## src/hdl/per_channel_circuit_breaker_defines.svh

```systemverilog
// Assertion macros for the circuit breaker table.
`ifndef PER_CHANNEL_CIRCUIT_BREAKER_DEFINES_SVH
`define PER_CHANNEL_CIRCUIT_BREAKER_DEFINES_SVH

`ifndef SYNTHESIS
// Checked only while reset is released.
`define PCB_ASSERT(lbl, clk, rst_n, prop) \
	lbl: assert property (@(posedge clk) disable iff (!(rst_n)) (prop)) \
		else $error("%m: assertion failed");
// Checked at every edge, reset included.
`define PCB_ASSERT_ALWAYS(lbl, clk, prop) \
	lbl: assert property (@(posedge clk) (prop)) \
		else $error("%m: assertion failed");
`else
`define PCB_ASSERT(lbl, clk, rst_n, prop)
`define PCB_ASSERT_ALWAYS(lbl, clk, prop)
`endif

`endif

```

## src/hdl/pcb_pkg.sv

```systemverilog
package pcb_pkg;

	localparam int unsigned CHANNELS_DEF = 64;

	localparam int unsigned CFG_IDX_W  = 1;
	localparam int unsigned CFG_DATA_W = 16;

	// config register indexes
	localparam logic [CFG_IDX_W-1:0] REG_THRESHOLD = 1'd0;
	localparam logic [CFG_IDX_W-1:0] REG_TIMEOUT   = 1'd1;

	localparam logic [15:0] THRESHOLD_RST = 16'd5;
	localparam logic [15:0] TIMEOUT_RST   = 16'd30;

	// commands
	localparam logic [1:0] CMD_ALLOW   = 2'd0;
	localparam logic [1:0] CMD_SUCCESS = 2'd1;
	localparam logic [1:0] CMD_FAILURE = 2'd2;
	localparam logic [1:0] CMD_QUERY   = 2'd3;

	// breaker states
	localparam logic [1:0] ST_CLOSED = 2'd0;
	localparam logic [1:0] ST_OPEN   = 2'd1;
	localparam logic [1:0] ST_HALF   = 2'd2;

	typedef struct packed {
		logic [1:0]  command;
		logic [5:0]  channel;
		logic [31:0] now_seconds;
	} in_item_t;

	typedef struct packed {
		logic       allowed;
		logic [1:0] breaker_state;
	} out_item_t;

	// one table entry; all zero is the reset value
	typedef struct packed {
		logic        known;
		logic [1:0]  st;
		logic [15:0] fail_count;
		logic [31:0] fail_time;
	} entry_t;

	typedef struct packed {
		logic     wr;
		entry_t   entry;
		out_item_t item;
	} upd_res_t;

endpackage

```

## src/hdl/per_channel_circuit_breaker.sv

```systemverilog
// Channel   | Dir | Handshake            | Payload
// in        | in  | in_valid / in_ready   | in_data   (command, channel, now_seconds)
// out       | out | out_valid / out_ready | out_data  (allowed, breaker_state)
// cfg       | in  | cfg_we (no wait)      | cfg_index, cfg_data
//
// Sustains one item per cycle while out is not stalled; the table is read into the
// stage-1 registers at the edge that takes the item, and the read-modify-write
// result goes into the output register when stage 1 advances.
// After arst_n is released a clearing pass writes every table entry, one per
// cycle; in_ready stays low until the pass ends.
// A stalled out holds one result; the stage behind it then holds and in_ready drops.
`include "per_channel_circuit_breaker_defines.svh"

module per_channel_circuit_breaker #(
	parameter int unsigned CHANNELS = pcb_pkg::CHANNELS_DEF
) (
	input  logic                             clk,
	input  logic                             arst_n,
	input  logic                             in_valid,
	output logic                             in_ready,
	input  pcb_pkg::in_item_t                in_data,
	output logic                             out_valid,
	input  logic                             out_ready,
	output pcb_pkg::out_item_t               out_data,
	input  logic                             cfg_we,
	input  logic [pcb_pkg::CFG_IDX_W-1:0]    cfg_index,
	input  logic [pcb_pkg::CFG_DATA_W-1:0]   cfg_data
);
	import pcb_pkg::*;

	localparam int unsigned IDX_W = (CHANNELS > 1) ? $clog2(CHANNELS) : 1;
	localparam logic [IDX_W-1:0] LAST_IDX = IDX_W'(CHANNELS - 1);

	// config registers
	logic [15:0] thr_q;
	logic [15:0] tmo_q;

	always_ff @(posedge clk or negedge arst_n) begin
		if (!arst_n) begin
			thr_q <= THRESHOLD_RST;
			tmo_q <= TIMEOUT_RST;
		end else if (cfg_we) begin
			unique case (cfg_index)
				REG_THRESHOLD: thr_q <= cfg_data;
				REG_TIMEOUT:   tmo_q <= cfg_data;
			endcase
		end
	end

	// clearing pass after reset
	logic             clr_q;
	logic [IDX_W-1:0] clr_idx_q;

	always_ff @(posedge clk or negedge arst_n) begin
		if (!arst_n) begin
			clr_q     <= 1'b1;
			clr_idx_q <= '0;
		end else if (clr_q) begin
			clr_idx_q <= clr_idx_q + IDX_W'(1);
			if (clr_idx_q == LAST_IDX)
				clr_q <= 1'b0;
		end
	end

	// handshake and stage control
	logic     valid_s1;
	logic     fwd_hit_s1;
	logic     s1_adv;
	logic     in_acc;
	logic     in_rng;
	in_item_t item_s1;
	logic     rng_s1;
	entry_t   rd_s1;
	entry_t   fwd_entry_s1;
	entry_t   entry_cur;
	upd_res_t upd;

	assign s1_adv   = valid_s1 && (!out_valid || out_ready);
	assign in_ready = !clr_q && (!valid_s1 || s1_adv);
	assign in_acc   = in_valid && in_ready;
	assign in_rng   = 32'(in_data.channel) < CHANNELS;

	// table: one write port (clear or write-back), one registered read port
	entry_t           mem [CHANNELS];
	logic             mem_we;
	logic [IDX_W-1:0] waddr;
	logic [IDX_W-1:0] raddr;
	entry_t           wdata;

	assign mem_we = clr_q || (s1_adv && upd.wr);
	assign waddr  = clr_q ? clr_idx_q : IDX_W'(item_s1.channel);
	assign wdata  = clr_q ? entry_t'('0) : upd.entry;
	assign raddr  = IDX_W'(in_data.channel);

	always_ff @(posedge clk) begin
		if (mem_we)
			mem[waddr] <= wdata;
		if (in_acc)
			rd_s1 <= mem[raddr];
	end

	// Same channel written back in the accept cycle: the read above sees the
	// old entry, so keep the fresh one and use it instead.
	always_ff @(posedge clk or negedge arst_n) begin
		if (!arst_n) begin
			valid_s1   <= 1'b0;
			fwd_hit_s1 <= 1'b0;
		end else begin
			if (in_acc) begin
				valid_s1   <= 1'b1;
				fwd_hit_s1 <= s1_adv && upd.wr && (item_s1.channel == in_data.channel);
			end else if (s1_adv) begin
				valid_s1   <= 1'b0;
				fwd_hit_s1 <= 1'b0;
			end
		end
	end

	always_ff @(posedge clk) begin
		if (in_acc) begin
			item_s1      <= in_data;
			rng_s1       <= in_rng;
			fwd_entry_s1 <= upd.entry;
		end
	end

	assign entry_cur = fwd_hit_s1 ? fwd_entry_s1 : rd_s1;

	pcb_update u_update (
		.item     (item_s1),
		.in_range (rng_s1),
		.cur      (entry_cur),
		.thr      (thr_q),
		.tmo      (tmo_q),
		.res      (upd)
	);

	// output register
	always_ff @(posedge clk or negedge arst_n) begin
		if (!arst_n)
			out_valid <= 1'b0;
		else if (s1_adv)
			out_valid <= 1'b1;
		else if (out_ready)
			out_valid <= 1'b0;
	end

	always_ff @(posedge clk) begin
		if (s1_adv)
			out_data <= upd.item;
	end

	// checks
	`PCB_ASSERT_ALWAYS(a_rst_quiet, clk, !arst_n |=> (!out_valid && !valid_s1))
	`PCB_ASSERT(a_clr_once, clk, arst_n, !clr_q |=> !clr_q)
	`PCB_ASSERT(a_clr_empty, clk, arst_n, clr_q |-> (!valid_s1 && !out_valid))
	`PCB_ASSERT(a_fwd_live, clk, arst_n, fwd_hit_s1 |-> valid_s1)

endmodule

```

## src/hdl/pcb_update.sv

```systemverilog
module pcb_update (
	input  pcb_pkg::in_item_t item,
	input  logic              in_range,
	input  pcb_pkg::entry_t   cur,
	input  logic [15:0]       thr,
	input  logic [15:0]       tmo,
	output pcb_pkg::upd_res_t res
);
	import pcb_pkg::*;

	entry_t      nxt;
	logic        granted;
	logic [31:0] elapsed;
	logic [15:0] cnt_inc;

	assign elapsed = item.now_seconds - cur.fail_time;
	assign cnt_inc = (cur.fail_count == 16'hFFFF) ? cur.fail_count : cur.fail_count + 16'd1;

	always_comb begin
		nxt     = cur;
		granted = 1'b0;
		unique case (item.command)
			CMD_ALLOW: begin
				if (!cur.known) begin
					nxt.known      = 1'b1;
					nxt.st         = ST_CLOSED;
					nxt.fail_count = '0;
					granted        = 1'b1;
				end else if (cur.st == ST_OPEN) begin
					if (elapsed >= {16'd0, tmo}) begin
						nxt.st  = ST_HALF;
						granted = 1'b1;
					end
				end else begin
					granted = 1'b1;
				end
			end
			CMD_SUCCESS: begin
				if (cur.known && cur.st == ST_HALF) begin
					nxt.st         = ST_CLOSED;
					nxt.fail_count = '0;
				end
			end
			CMD_FAILURE: begin
				// counts even on an unknown entry
				nxt.fail_count = cnt_inc;
				nxt.fail_time  = item.now_seconds;
				if (cnt_inc >= thr) begin
					nxt.known = 1'b1;
					nxt.st    = ST_OPEN;
				end
			end
			CMD_QUERY: begin
			end
		endcase
	end

	always_comb begin
		res.wr                 = in_range;
		res.entry              = nxt;
		res.item.allowed       = in_range & granted;
		res.item.breaker_state = (in_range && nxt.known) ? nxt.st : ST_CLOSED;
	end

endmodule
```

## config.mk

```make
export PLATFORM = sky130hd
export DESIGN_NAME = per_channel_circuit_breaker
export DESIGN_NICKNAME = d
export VERILOG_FILES = /design/src/hdl/pcb_pkg.sv /design/src/hdl/per_channel_circuit_breaker.sv /design/src/hdl/pcb_update.sv
export VERILOG_INCLUDE_DIRS = /design/src /design/src/hdl
export SDC_FILE = /design/constraint.sdc
export NUM_CORES = 2
export LEC_CHECK = 0
export BUFFER_PORTS_ARGS = -buffer_cell sky130_fd_sc_hd__buf_2
export CORE_MARGIN = 4
export CORE_UTILIZATION = 66
export CTS_BUF_LIST = sky130_fd_sc_hd__clkbuf_4 sky130_fd_sc_hd__clkbuf_8
export DETAILED_ROUTE_END_ITERATION = 12
export PLACE_DENSITY = 0.88
export RECOVER_POWER = 100
export SYNTH_ARGS = -nofsm -noshare
export SYNTH_HDL_FRONTEND = slang
export SYNTH_SLANG_ARGS = --single-unit
```

## constraint.sdc

```tcl
create_clock -name clk -period 9.2 [get_ports clk]
set_input_delay 0.92 -clock clk [delete_from_list [all_inputs] [get_ports clk]]
set_output_delay 0.92 -clock clk [all_outputs]
set_load 0.01 [all_outputs]
```

==> results.json <==
{
  "ys_seq_area_frac": 0.769,
  "boundaryPins": 67,
  "synth_flop_cell": "edfxtp_1",
  "nFillCells": 10000,
  "synth.distinct_cells": 72,
  "netlist_area_um2": 135000,
  "critPathCaptureType": "register",
  "dp_hpwl_mm": 216,
  "cpMostUsedCell": "clkbuf_1",
  "hp-class": "input pin to register",
  "switching_share": 0.232,
  "netlist_instances": 5749,
  "antenna_found_initial": 21,
  "status": "finished with violations",
  "synth_top_area_frac": 0.761,
  "cts_buffer_depth": 4,
  "post-route-period-util": 0.927,
  "crit_buf_inv": 3,
  "port_buffers": 66,
  "power_w": 0.0330,
  "coreArea_um2": 203000,
  "crit_chain": "inv_1 > o32ai_1 > nand2_1 > nor2_4 > clkbuf_1 > clkbuf_1",
  "cts_resized": 0,
  "drt_iter0_drc": 13400,
  "wirelength_mm": 391,
  "path_class": "register to register",
  "maxSlewViolCount": 6656,
  "clock_power_share": 0.378,
  "yosysWarnings": 0,
  "clk_latency_ns": 1.14,
  "grt_pass1_wl_mm": 548,
  "initial_core_util": 0.664,
  "timing.setup.tns_ns": 0,
  "cts_root_buf": "clkbuf_8",
  "grt_overflow": 0,
  "synth-seq-cells": 3451,
  "p_comb_frac": 0.075,
  "dieArea_um2": 211000,
  "fmax_mhz": 117,
  "hold_viol": 0,
  "power_density_nw_per_um2": 222,
  "setup_violations": 0,
  "violations": "capacitance limit, slew limit",
  "grtUsageTotal": 0.380,
  "muxShareOfSynthArea": 0.185,
  "worst_ep_required_time_ns": 9.80,
  "cts.sink_count": 3451,
  "synthXorXnorAreaFrac": 0.00260,
  "slowest_stage": "clkbuf_1",
  "worstPathArrival_ns": 9.13,
  "post-route-drc-count": 0,
  "syn_nets": 5879,
  "avgSynthCellArea_um2": 23.4,
  "synth_edf_count": 3409,
  "first_pass_iters": 9,
  "tightest_slew_ns": 6.38,
  "grt_pass1_vias": 71200,
  "crit_fanout": 28,
  "finalClockSkew_ns": 0.103,
  "multiInputGateArea_um2": 29800,
  "period_needed_ns": 8.53,
  "seqCellArea_um2": 103000,
  "internal_power_w": 0.0253,
  "cts_buffers": 546,
  "gp_routability_congestion": 0.955,
  "grt_max_degree": 149,
  "drive_gt1_frac": 0.302,
  "drt-wirelength-per-cell_um": 41.8,
  "via_per_inst": 7.48,
  "synthTopCellsByArea": "edfxtp_1 (76%), mux4_2 (18%), dfrtp_1 (0.65%), ha_1 (0.62%), mux2i_1 (0.49%)",
  "areaGrowthSynthToFinish_pct": 10.4,
  "post-cts-setup-buffers": 0,
  "crit_family": "buffers and inverters",
  "slew-limit-headroom": -3.25,
  "clkTransAtPathRegs_ns": 0.07,
  "via_count": 69800,
  "die_h_um": 460,
  "synth_fa_ha_area_frac": 0.00638,
  "cp_slowest_stage_delay_ns": 2.67,
  "ant_nets": 0,
  "cts_hold_buf": 19,
  "post-route-util": 0.733,
  "rsz0062_at_grt": "no",
  "p_switching_w": 0.00767,
  "nets": 6389,
  "ir_worst_vdd_v": 0.000190,
  "die_x_um": 460,
  "cts_tree": "yes",
  "drv_cap": 182,
  "post_dp_cell_area_um2": 139000,
  "yosysTopAreaCell": "edfxtp_1",
  "row_count": 165,
  "p_leak_nw": 46.5,
  "async_flop_share": 0.0122,
  "synth_top_family_by_area": "multiplexers",
  "cts_max_level": 6,
  "yosys.area_share.simple": 0.0147,
  "power_frac_seq": 0.547,
  "design_area_um2": 149000,
  "synth-compound-area-share": 0.0126,
  "cp-start-kind": "register"
}
-- final timing paths --
| kind | from | endpoint | slack [ns] | cells past startpoint |
|---|---|---|---|---|
| setup / recovery | clr_q$_DFF_PN1_ | mem[14][23]$_DFFE_PP_ | 0.67 | 6 |
| min in group asynchronous | arst_n | out_valid$_DFFE_PN0P_ | 1.13 | 2 |
| setup reg to reg | clr_q$_DFF_PN1_ | mem[14][23]$_DFFE_PP_ | 0.67 | 6 |
| hold reg to reg | tmo_q[14]$_DFFE_PN0P_ | tmo_q[14]$_DFFE_PN0P_ | 0.53 | 1 |
| max in group asynchronous | arst_n | fwd_hit_s1$_DFFE_PN0P_ | 6.59 | 2 |
| hold / removal | cfg_data[9] | thr_q[9]$_DFFE_PN0P_ | 0.09 | 3 |
-- registers in the layout, summed over array words and instances (netlist names) --
name,cells
clr_q,1
fwd_entry_s1,51
tmo_q,16
rd_s1,51
fwd_hit_s1,1
out_valid,1
out_data,3
item_s1,40
thr_q,16
valid_s1,1
mem,3264
clr_idx_q,6
-- power by group through the flow --
stage	Sequential [W]	Clock [W]	Combinational (W)
floorplan	0.0183	0	0.00152
global placement	0.0183	0	0.00225
detailed placement	0.0183	0	0.00240
CTS	0.0180	0.0125	0.00242
global route	0.0181	0.0133	0.00257
finish	0.0181	0.0125	0.00246
-- final cells by class --
| class | instances | area share |
|---|---|---|
| Tap cell | 2672 | 0.0225 |
| Sequential cell | 3451 | 0.696 |
| Antenna cell | 19 | 0.000320 |
| Inverter | 56 | 0.00142 |
| Timing Repair Buffer | 253 | 0.0101 |
| Clock inverter | 233 | 0.00894 |
| Clock buffer | 705 | 0.0595 |
| Multi-Input combinational cell | 1951 | 0.201 |
-- synth_stat cells, drive strengths merged, types with 4 or more instances --
cell        n
nor4        7
nand2b     16
and2       60
nor2b       4
o2bb2ai     5
mux2i      66
nand3b      7
o21a       12
o21ai      71
dfstp       7
a21o       18
xnor2      16
o22ai       7
edfxtp   3409
buf       120
nor2      146
nand2     106
nand3      19
o211ai      8
inv        56
a21oi      89
or3         7
nand4      22
nor3       10
o2111ai     4
clkbuf    171
mux2       33
mux4     1059
xor2       24
dfrtp      35
ha         67
and3        4
a211oi     10
-- cell usage in the layout (no fill, tap or decap), types with 19 or more instances in the layout --
cell type | synthesis | routed
clkbuf_1 | 171 | 139
mux2i_1 | 66 | 66
inv_1 | 55 | 54
buf_4 | 3 | 29
clkbuf_8 | 0 | 567
buf_2 | 34 | 25
nor2_1 | 146 | 141
clkinv_2 | 0 | 58
mux2_2 | 33 | 29
dfrtp_1 | 35 | 35
a21oi_1 | 85 | 85
ha_1 | 67 | 67
nand2_1 | 106 | 106
edfxtp_1 | 3409 | 3409
clkbuf_2 | 0 | 24
clkinv_1 | 0 | 136
clkinvlp_4 | 0 | 24
dlygate4sd3_1 | 0 | 19
nand3_1 | 19 | 19
nand4_1 | 22 | 22
mux4_2 | 1059 | 1059
and2_0 | 1 | 46
o21ai_0 | 64 | 64
clkbuf_4 | 0 | 138
xor2_1 | 24 | 24
diode_2 | 0 | 19
-- cell families (layout without fill, tap and decap cells) --
family,after synthesis,count (layout)
AO/OA/AOI/OAI,267,267
adder cells (fa/ha/maj),68,68
AND/OR/NAND/NOR,418,418
other,0,19
flip-flops,3451,3451
buffers and inverters,347,1247
multiplexers,1158,1158
XOR/XNOR,40,40
-- metal layers --
metal	wire length, µm	vias to the layer above	global-route usage	share of wire
met2	182000	7145	0.572	0.47
met4	31300	8	0.240	0.080
met3	58700	1677	0.115	0.15
met5	159	-	0.000230	0.00041
li1	-	25700	-	-
met1	118000	35300	0.494	0.30
-- tightest hold or removal path, stage by stage --
cell and delay [ns]:
buf_2 0.13, nand2_1 0.06, o21ai_0 0.07
-- through the flow --
stage | setup WS (ns) | hold WS [ns] | std cells
final | 0.674 | 0.0855 | 9340
after global routing | 1.03 | 0.0482 | 9325
after CTS | 2.57 | 0.00494 | 9321
after detailed placement | 2.59 | 0.518 | 8364
after global placement | 2.77 | 0.491 | 8364
after floorplan | 1.53 | 0.474 | 5749
Note: power is estimated with default switching activity, not from simulation.
